File: config.mk
export PLATFORM = sky130hd
export DESIGN_NAME = url_path_normalizer
export DESIGN_NICKNAME = d
export VERILOG_FILES = /design/src/upn_pkg.sv /design/src/upn_front.sv /design/src/upn_queue.sv /design/src/upn_back.sv /design/src/url_path_normalizer.sv
export SDC_FILE = /design/constraint.sdc
export NUM_CORES = 1
export LEC_CHECK = 0
export ABC_AREA = 0
export BUFFER_PORTS_ARGS = -buffer_cell sky130_fd_sc_hd__buf_4
export CORE_ASPECT_RATIO = 1.25
export CORE_MARGIN = 1
export CORE_UTILIZATION = 60
export CTS_CLUSTER_DIAMETER = 200
export DETAILED_ROUTE_END_ITERATION = 10
export PLACE_DENSITY = 0.83
export SLEW_MARGIN = 10
export SYNTH_ARGS = -nofsm -noshare
export SYNTH_HDL_FRONTEND = slang
export SYNTH_HIERARCHICAL = 1
export SYNTH_SLANG_ARGS = --single-unit
File: constraint.sdc
create_clock -name clk -period 8.4 [get_ports clk]
set_input_delay 0.84 -clock clk [delete_from_list [all_inputs] [get_ports clk]]
set_output_delay 0.84 -clock clk [all_outputs]
set_load 0.02 [all_outputs]
File: src/upn_pkg.sv
// ----------------------------------------------------------------------------
// upn_pkg
// shared types and constants of the url path normalizer
// ----------------------------------------------------------------------------
package upn_pkg;

    localparam int COUNT_W         = 13;
    localparam int RES_MAX         = 4;
    localparam int RES_NUM_W       = $clog2(RES_MAX + 1);
    localparam int RES_IDX_W       = $clog2(RES_MAX);
    localparam int QUEUE_DEPTH_DEF = 4;

    localparam logic [COUNT_W-1:0] LIMIT_RESET = COUNT_W'(1024);

    typedef logic [7:0] char_t;

    localparam char_t CHAR_SLASH  = 8'h2F;
    localparam char_t CHAR_BSLASH = 8'h5C;
    localparam char_t CHAR_DOT    = 8'h2E;
    localparam char_t CHAR_NUL    = 8'h00;

    // one command word: up to four result words for a single input word
    typedef struct packed {
        logic [RES_NUM_W-1:0]      num;
        char_t [RES_MAX-1:0]       chars;
        logic                      err;
        logic                      last;
    } cmd_t;

endpackage

File: src/upn_front.sv
// ----------------------------------------------------------------------------
// upn_front
// classifies each path word, tracks segment state and builds result commands
// ----------------------------------------------------------------------------
module upn_front
    import upn_pkg::*;
(
    input  logic               clk,
    input  logic               rst_n,
    input  char_t              in_char,
    input  logic               has_char,
    input  logic               in_last,
    input  logic               push,
    output logic               full,
    input  logic [COUNT_W-1:0] limit,
    input  logic               q_full,
    output logic               enq,
    output cmd_t               enq_cmd
);

    logic               after_sep_reg, after_sep_next;
    logic               held_slash_reg, held_slash_next;
    logic [1:0]         held_dots_reg, held_dots_next;
    logic [COUNT_W-1:0] count_reg, count_next;
    logic               overflowed_reg, overflowed_next;

    logic               take;
    logic               is_sep;
    logic               is_dot;
    logic               case_a;
    logic               case_skip;
    logic               case_dot;
    logic               case_out;
    logic [1:0]         dots_eff;
    logic [1:0]         nd;
    logic               hs;
    logic [1:0]         nw;
    logic [COUNT_W-1:0] room;
    logic               pre_fail;
    logic               fail_take;
    logic               fail;
    logic [1:0]         n_counted;
    logic [RES_NUM_W-1:0] ncount;
    logic [COUNT_W-1:0] count_new;
    logic               held_new;
    logic               final_empty;
    logic               end_extra;

    assign full = q_full;
    assign take = push && !q_full;

    assign is_sep    = (in_char == CHAR_SLASH) || (in_char == CHAR_BSLASH);
    assign is_dot    = (in_char == CHAR_DOT);
    assign case_a    = has_char && !after_sep_reg && is_sep;
    assign case_skip = has_char && after_sep_reg && is_sep;
    assign case_dot  = has_char && after_sep_reg && is_dot && (held_dots_reg < 2'd2);
    assign case_out  = has_char && !case_a && !case_skip && !case_dot;

    assign dots_eff = (held_dots_reg == 2'd3) ? 2'd2 : held_dots_reg;
    assign nd       = (case_out && after_sep_reg) ? dots_eff : 2'd0;
    assign hs       = case_out && held_slash_reg;
    assign nw       = case_a ? 2'd1 : (case_out ? nd + 2'd1 : 2'd0);

    assign pre_fail  = count_reg >= limit;
    assign room      = limit - count_reg;
    assign fail_take = !pre_fail && (nw != 2'd0) && (room <= COUNT_W'(nw));
    assign fail      = pre_fail || fail_take;

    assign n_counted = fail_take ? (room[1:0] - 2'd1) : (case_out ? nw : 2'd0);
    assign ncount    = pre_fail ? '0 : (RES_NUM_W'(hs) + RES_NUM_W'(n_counted));

    assign count_new   = count_reg + COUNT_W'(nw);
    assign held_new    = case_a ? 1'b1 : (case_out ? 1'b0 : held_slash_reg);
    assign final_empty = (count_new == '0) || ((count_new == COUNT_W'(1)) && held_new);
    assign end_extra   = in_last && !fail && (ncount == '0);

    // result command for the current word
    always_comb
    begin
        logic [2:0] pos;
        pos = '0;
        enq_cmd = '0;
        enq_cmd.err  = fail;
        enq_cmd.last = in_last || fail;
        enq_cmd.num  = overflowed_reg ? '0
                     : ncount + RES_NUM_W'(fail) + RES_NUM_W'(end_extra);
        for (int i = 0; i < RES_MAX; i++)
        begin
            pos = 3'(i) - {2'b0, hs};
            if (RES_NUM_W'(i) == ncount && fail)
            begin
                enq_cmd.chars[i] = CHAR_NUL;
            end
            else if (RES_NUM_W'(i) == ncount && end_extra)
            begin
                enq_cmd.chars[i] = final_empty ? CHAR_SLASH : CHAR_NUL;
            end
            else if (i == 0 && hs)
            begin
                enq_cmd.chars[i] = CHAR_SLASH;
            end
            else if (pos < {1'b0, nd})
            begin
                enq_cmd.chars[i] = CHAR_DOT;
            end
            else
            begin
                enq_cmd.chars[i] = in_char;
            end
        end
    end

    assign enq = take && (enq_cmd.num != '0);

    // segment state update
    always_comb
    begin
        after_sep_next  = after_sep_reg;
        held_slash_next = held_slash_reg;
        held_dots_next  = held_dots_reg;
        count_next      = count_reg;
        overflowed_next = overflowed_reg;
        if (take)
        begin
            if (overflowed_reg || in_last)
            begin
                if (in_last)
                begin
                    after_sep_next  = 1'b0;
                    held_slash_next = 1'b0;
                    held_dots_next  = 2'd0;
                    count_next      = '0;
                    overflowed_next = 1'b0;
                end
            end
            else if (fail)
            begin
                overflowed_next = 1'b1;
            end
            else if (case_a)
            begin
                count_next      = count_new;
                held_slash_next = 1'b1;
                after_sep_next  = 1'b1;
            end
            else if (case_skip)
            begin
                held_dots_next = 2'd0;
            end
            else if (case_dot)
            begin
                held_dots_next = held_dots_reg + 2'd1;
            end
            else if (case_out)
            begin
                count_next      = count_new;
                held_slash_next = 1'b0;
                held_dots_next  = 2'd0;
                after_sep_next  = 1'b0;
            end
        end
    end

    always_ff @(posedge clk or negedge rst_n)
    begin
        if (!rst_n)
        begin
            after_sep_reg  <= 1'b0;
            held_slash_reg <= 1'b0;
            held_dots_reg  <= 2'd0;
            count_reg      <= '0;
            overflowed_reg <= 1'b0;
        end
        else
        begin
            after_sep_reg  <= after_sep_next;
            held_slash_reg <= held_slash_next;
            held_dots_reg  <= held_dots_next;
            count_reg      <= count_next;
            overflowed_reg <= overflowed_next;
        end
    end

endmodule

File: src/upn_queue.sv
// ----------------------------------------------------------------------------
// upn_queue
// short command queue between the front and back parts
// ----------------------------------------------------------------------------
module upn_queue
    import upn_pkg::*;
#(
    parameter int DEPTH = QUEUE_DEPTH_DEF
)
(
    input  logic clk,
    input  logic rst_n,
    input  logic wr_en,
    input  cmd_t wr_cmd,
    output logic q_full,
    input  logic rd_en,
    output logic q_valid,
    output cmd_t rd_cmd
);

    localparam int PTR_W = (DEPTH > 1) ? $clog2(DEPTH) : 1;
    localparam int CNT_W = $clog2(DEPTH + 1);

    cmd_t             mem_reg [DEPTH];
    logic [PTR_W-1:0] wr_ptr_reg, wr_ptr_next;
    logic [PTR_W-1:0] rd_ptr_reg, rd_ptr_next;
    logic [CNT_W-1:0] cnt_reg, cnt_next;
    logic             do_wr;
    logic             do_rd;

    assign q_full  = (cnt_reg == CNT_W'(DEPTH));
    assign q_valid = (cnt_reg != '0);
    assign rd_cmd  = mem_reg[rd_ptr_reg];
    assign do_wr   = wr_en && !q_full;
    assign do_rd   = rd_en && q_valid;

    always_comb
    begin
        wr_ptr_next = wr_ptr_reg;
        rd_ptr_next = rd_ptr_reg;
        cnt_next    = cnt_reg;
        if (do_wr)
        begin
            wr_ptr_next = (wr_ptr_reg == PTR_W'(DEPTH - 1)) ? '0 : wr_ptr_reg + PTR_W'(1);
        end
        if (do_rd)
        begin
            rd_ptr_next = (rd_ptr_reg == PTR_W'(DEPTH - 1)) ? '0 : rd_ptr_reg + PTR_W'(1);
        end
        if (do_wr && !do_rd)
        begin
            cnt_next = cnt_reg + CNT_W'(1);
        end
        else if (do_rd && !do_wr)
        begin
            cnt_next = cnt_reg - CNT_W'(1);
        end
    end

    always_ff @(posedge clk)
    begin
        if (do_wr)
        begin
            mem_reg[wr_ptr_reg] <= wr_cmd;
        end
    end

    always_ff @(posedge clk or negedge rst_n)
    begin
        if (!rst_n)
        begin
            wr_ptr_reg <= '0;
            rd_ptr_reg <= '0;
            cnt_reg    <= '0;
        end
        else
        begin
            wr_ptr_reg <= wr_ptr_next;
            rd_ptr_reg <= rd_ptr_next;
            cnt_reg    <= cnt_next;
        end
    end

endmodule

File: src/upn_back.sv
// ----------------------------------------------------------------------------
// upn_back
// walks each command and hands out its result words one per cycle while pop is held
// ----------------------------------------------------------------------------
module upn_back
    import upn_pkg::*;
(
    input  logic  clk,
    input  logic  rst_n,
    input  logic  q_valid,
    input  cmd_t  q_cmd,
    output logic  q_rd,
    output logic  empty,
    input  logic  pop,
    output char_t out_char,
    output logic  is_error,
    output logic  out_last
);

    cmd_t                 cur_reg, cur_next;
    logic [RES_IDX_W-1:0] idx_reg, idx_next;
    logic                 busy_reg, busy_next;
    logic                 last_entry;
    logic                 finish;

    assign last_entry = (RES_NUM_W'(idx_reg) == cur_reg.num - RES_NUM_W'(1));
    assign finish     = busy_reg && pop && last_entry;
    assign q_rd       = q_valid && (!busy_reg || finish);

    assign empty    = !busy_reg;
    assign out_char = cur_reg.chars[idx_reg];
    assign is_error = cur_reg.err && last_entry;
    assign out_last = cur_reg.last && last_entry;

    always_comb
    begin
        cur_next  = cur_reg;
        idx_next  = idx_reg;
        busy_next = busy_reg;
        if (q_rd)
        begin
            cur_next  = q_cmd;
            idx_next  = '0;
            busy_next = 1'b1;
        end
        else if (finish)
        begin
            busy_next = 1'b0;
        end
        else if (busy_reg && pop)
        begin
            idx_next = idx_reg + RES_IDX_W'(1);
        end
    end

    always_ff @(posedge clk)
    begin
        cur_reg <= cur_next;
    end

    always_ff @(posedge clk or negedge rst_n)
    begin
        if (!rst_n)
        begin
            idx_reg  <= '0;
            busy_reg <= 1'b0;
        end
        else
        begin
            idx_reg  <= idx_next;
            busy_reg <= busy_next;
        end
    end

endmodule

File: src/url_path_normalizer.sv
// ----------------------------------------------------------------------------
// url_path_normalizer
// streaming url path normalizer, one path byte in per word
// ----------------------------------------------------------------------------
// Accepts one path word per clock while the internal command queue has room
// (QUEUE_DEPTH commands). Each input word turns into zero to four result words,
// which the back part hands out one per clock while pop is held, so the output
// sustains one result word per cycle while popped; an input word that expands
// into n results holds the output for those n words while the input keeps
// flowing until the queue fills. Results pass through the queue and then the
// back part's command register. length_limit is written through the cfg
// channel, which is always ready, and should be changed only between paths.
// ----------------------------------------------------------------------------
module url_path_normalizer
    import upn_pkg::*;
#(
    parameter int QUEUE_DEPTH = QUEUE_DEPTH_DEF
)
(
    input  logic               clk,
    input  logic               rst_n,
    input  logic               push,
    output logic               full,
    input  logic [7:0]         in_char,
    input  logic               has_char,
    input  logic               in_last,
    output logic               empty,
    input  logic               pop,
    output logic [7:0]         out_char,
    output logic               is_error,
    output logic               out_last,
    input  logic               cfg_valid,
    output logic               cfg_ready,
    input  logic [COUNT_W-1:0] cfg_data
);

    logic [COUNT_W-1:0] length_limit_reg, length_limit_next;
    logic               enq;
    cmd_t               enq_cmd;
    logic               q_full;
    logic               q_valid;
    logic               q_rd;
    cmd_t               q_cmd;

    assign cfg_ready = 1'b1;

    always_comb
    begin
        length_limit_next = length_limit_reg;
        if (cfg_valid && cfg_ready)
        begin
            length_limit_next = cfg_data;
        end
    end

    always_ff @(posedge clk or negedge rst_n)
    begin
        if (!rst_n)
        begin
            length_limit_reg <= LIMIT_RESET;
        end
        else
        begin
            length_limit_reg <= length_limit_next;
        end
    end

    upn_front u_front (
        .clk      (clk),
        .rst_n    (rst_n),
        .in_char  (in_char),
        .has_char (has_char),
        .in_last  (in_last),
        .push     (push),
        .full     (full),
        .limit    (length_limit_reg),
        .q_full   (q_full),
        .enq      (enq),
        .enq_cmd  (enq_cmd)
    );

    upn_queue #(
        .DEPTH (QUEUE_DEPTH)
    ) u_queue (
        .clk     (clk),
        .rst_n   (rst_n),
        .wr_en   (enq),
        .wr_cmd  (enq_cmd),
        .q_full  (q_full),
        .rd_en   (q_rd),
        .q_valid (q_valid),
        .rd_cmd  (q_cmd)
    );

    upn_back u_back (
        .clk      (clk),
        .rst_n    (rst_n),
        .q_valid  (q_valid),
        .q_cmd    (q_cmd),
        .q_rd     (q_rd),
        .empty    (empty),
        .pop      (pop),
        .out_char (out_char),
        .is_error (is_error),
        .out_last (out_last)
    );

endmodule

==> flow_summary.ini <==
[outcome]
outcome = completed

[detailed_routing]
dr_total_vias = 6606
drt_iter0_drc = 599
routed_wl_um = 24000
drtPass1Iterations = 5
routedWlPerCell_um = 23.5
routed_via_density = 6.48
route.detailed.drc = 0
ant_nets = 0

[worst_setup_path]
crit_type = reg -> reg
crit_path_start_kind = register
cp_data_required_time_ps = 8810
path_buf_inv = 2
ff2ff_setup_slack_ps = 1030
cp_common_cell = ha_1
end_kind = register
crit_fanout = 13
reg2regPathDepth = 32
slowest_delay_ps = 590
reg2reg_to = u_queue/cnt_reg[2]$_DFFE_PN0P_
arrival_ps = 7780
r2r_start = u_front/after_sep_reg$_DFFE_PN0P_
cpLargestDelayFamily = simple AND/OR/NAND/NOR gates
cp_slowest_cell = dfrtp_1

[cells_and_area]
nets = 843
diodes = 0
area_growth_pct = 10.8
final_area_mm2 = 0.0120
fill_cells = 1147
largest_register_ff_count = 148
drive_above_1_share_pct = 19.7

[floorplanning]
initial_core_util_pct = 61.8
fp.coreArea_mm2 = 0.0176
rows = 54
dieArea_mm2 = 0.0186
io-pin-count = 41
fp.dieH_um = 152
die_x_um = 122

[synth]
syn_nets = 801
avgSynthCellArea_um2 = 14.7
netlist_area_mm2 = 0.0109
ys_types = 83
synth-edff-count = 185
syn-instance-count = 738
synthArstFlopShare_pct = 18.1
synth-seq-cells = 226
ys.flop_type = edfxtp_1
yosysSeqAreaShare_pct = 60.6
synth_warnings = 6

[sta]
rsz0062_at_grt = no
tightest_slew_ps = 1220
fin_tns_setup_ps = 0
holdWs_ps = 344
period_needed_ps = 7370
drv_slew = 0
hold_violations = 0
fmax_mhz = 136
slew_headroom_pct = 18.1
finalSetupViolCount = 0
fin_crit_sh_pct = 87.7
clock_skew_ps = 12.9

[placement]
hpwlAfterDp_um = 16100
port_buffers = 39
gp_congestion = 0.971
placed_area_mm2 = 0.0113

[clocking]
ctsResizeCount = 0
clk_latency_ps = 490
cts_tree = yes
root_buffer = clkbuf_16
clk_path_buf_depth = 3
clk_pin_slew_ps = 70
cts_buffers = 22
htree_levels = 1
cts_setup_buffers = 0
hold_buffers = 0
cts.sinks = 226

[global_routing]
grt_pass1_vias = 6968
grt_max_degree = 42
grt_overflow = 0
antenna_found_initial = 0
globalRouteTotalUtil_pct = 26.6
grt_pass1_wl_um = 37600

[pwr]
p_leak_uw = 0.00433
p_per_area_mw_per_mm2 = 286
ir_worst_vdd_v = 0.000217

[hold_path]
hold_class = in -> async

[flow_run]
cap_violations = 0
placed cells by master (no fill, tap or decap), drive strengths merged, types with 14 or more instances in the layout:
cell,count
a31oi,22
a21oi,16
nor3,14
buf,48
ha,32
clkbuf,32
o21ai,19
mux2,20
nand2,38
and2,18
nor2,40
mux4,45
nor2b,14
inv,35
dfrtp,40
edfxtp,185
nand3,17
logic make-up (layout without fill, tap and decap cells):
| kind of cell | after synthesis | in the layout | share of synthesized area (%) |
|---|---|---|---|
| AOI/OAI and AO/OA | 130 | 130 | 8.85 |
| xor gates and xnor gates | 16 | 16 | 1.36 |
| adders and majority gates | 35 | 35 | 4.24 |
| and+or+nand+nor | 198 | 198 | 9.90 |
| DFF | 226 | 226 | 60.6 |
| buffers and inverters | 65 | 123 | 2.87 |
| muxes | 67 | 67 | 12.1 |
| other | 1 | 1 | 0.0345 |
power by group:
group	internal (uW)	switching, uW
clock	568	395
sequential	1440	94.2
combinational	432	516
total	2440	1010
metal layers:
metal | vias to the layer above | part of all wire, % | GRT usage (%)
li1 | 2976 | - | -
met1 | 3303 | 38 | 31.8
met2 | 256 | 53 | 46.8
met3 | 71 | 4.3 | 2.99
met4 | 0 | 4.5 | 13.8
met5 | - | 0 | 0
worst max-delay path by stage:
stage / from / endpoint / slack, ps / cells after the start
2_1_floorplan: in_char[6] / u_queue/mem_reg[3][0]$_DFFE_PP_ / 1310 / 30
3_3_place_gp: in_char[6] / u_queue/cnt_reg[2]$_DFFE_PN0P_ / 1080 / 33
3_5_place_dp: in_char[7] / u_queue/cnt_reg[2]$_DFFE_PN0P_ / 740 / 33
4_1_cts: u_front/after_sep_reg$_DFFE_PN0P_ / u_queue/cnt_reg[2]$_DFFE_PN0P_ / 1110 / 32
5_1_grt: u_front/after_sep_reg$_DFFE_PN0P_ / u_queue/cnt_reg[2]$_DFFE_PN0P_ / 560 / 32
6_report: u_front/after_sep_reg$_DFFE_PN0P_ / u_queue/cnt_reg[2]$_DFFE_PN0P_ / 1030 / 32
area by class of cell:
type | count | area (um^2) | area share (%)
inverter | 35 | 131 | 1.09
clock inverter | 8 | 98.8 | 0.822
clock buffer | 32 | 609 | 5.06
tap | 224 | 280 | 2.33
multi-input combinational | 447 | 3970 | 33.0
timing repair buffer | 48 | 360 | 3.00
sequential | 226 | 6580 | 54.7
cell usage after synthesis (6+ instances only):
| library cell | n | area [um^2] |
|---|---|---|
| mux2_4 | 10 | 150 |
| xnor2_1 | 9 | 78.8 |
| o31a_1 | 7 | 61.3 |
| o21ai_0 | 17 | 85.1 |
| nand4_1 | 7 | 43.8 |
| a21oi_1 | 16 | 80.1 |
| mux4_2 | 39 | 878 |
| o21a_1 | 12 | 90.1 |
| clkbuf_1 | 12 | 45.0 |
| xor2_1 | 6 | 52.6 |
| nand2b_1 | 10 | 62.6 |
| nand2_1 | 37 | 139 |
| nand3_1 | 17 | 85.1 |
| and2_1 | 15 | 93.8 |
| nor2_1 | 40 | 150 |
| ha_1 | 32 | 400 |
| a31oi_1 | 21 | 131 |
| o211ai_1 | 6 | 45.0 |
| mux4_1 | 6 | 158 |
| a2bb2oi_1 | 6 | 52.6 |
| mux2_2 | 10 | 113 |
| edfxtp_1 | 185 | 5560 |
| dfrtp_1 | 40 | 1000 |
| nor3_1 | 14 | 70.1 |
| nor4_1 | 11 | 68.8 |
| inv_1 | 34 | 128 |
| and3_1 | 11 | 68.8 |
| buf_2 | 7 | 35.0 |
| buf_4 | 7 | 52.6 |
| nor2b_1 | 14 | 87.6 |
worst register-to-register path, delay by kind of cell, from the launching register on:
kind	cells	cell delay [ps]
adder cells (fa/ha/maj)	7	1810
AO/OA/AOI/OAI	10	1510
buffers and inverters	2	260
XOR/XNOR	2	330
AND/OR/NAND/NOR	11	2810
flip-flops	1	590
metrics by stage:
| step | utilization [%] | setup slack (ps) | cells | power (uW) |
|---|---|---|---|---|
| after floorplan | - | 1310 | 738 | 2250 |
| after global placement | 64.5 | 1080 | 980 | 2450 |
| after detailed placement | 64.5 | 743 | 980 | 2500 |
| after CTS | 68.5 | 1110 | 1020 | 3470 |
| after global routing | 68.5 | 555 | 1020 | 3600 |
| final | 68.5 | 1030 | 1020 | 3440 |
Note: power is estimated with default switching activity, not from simulation.
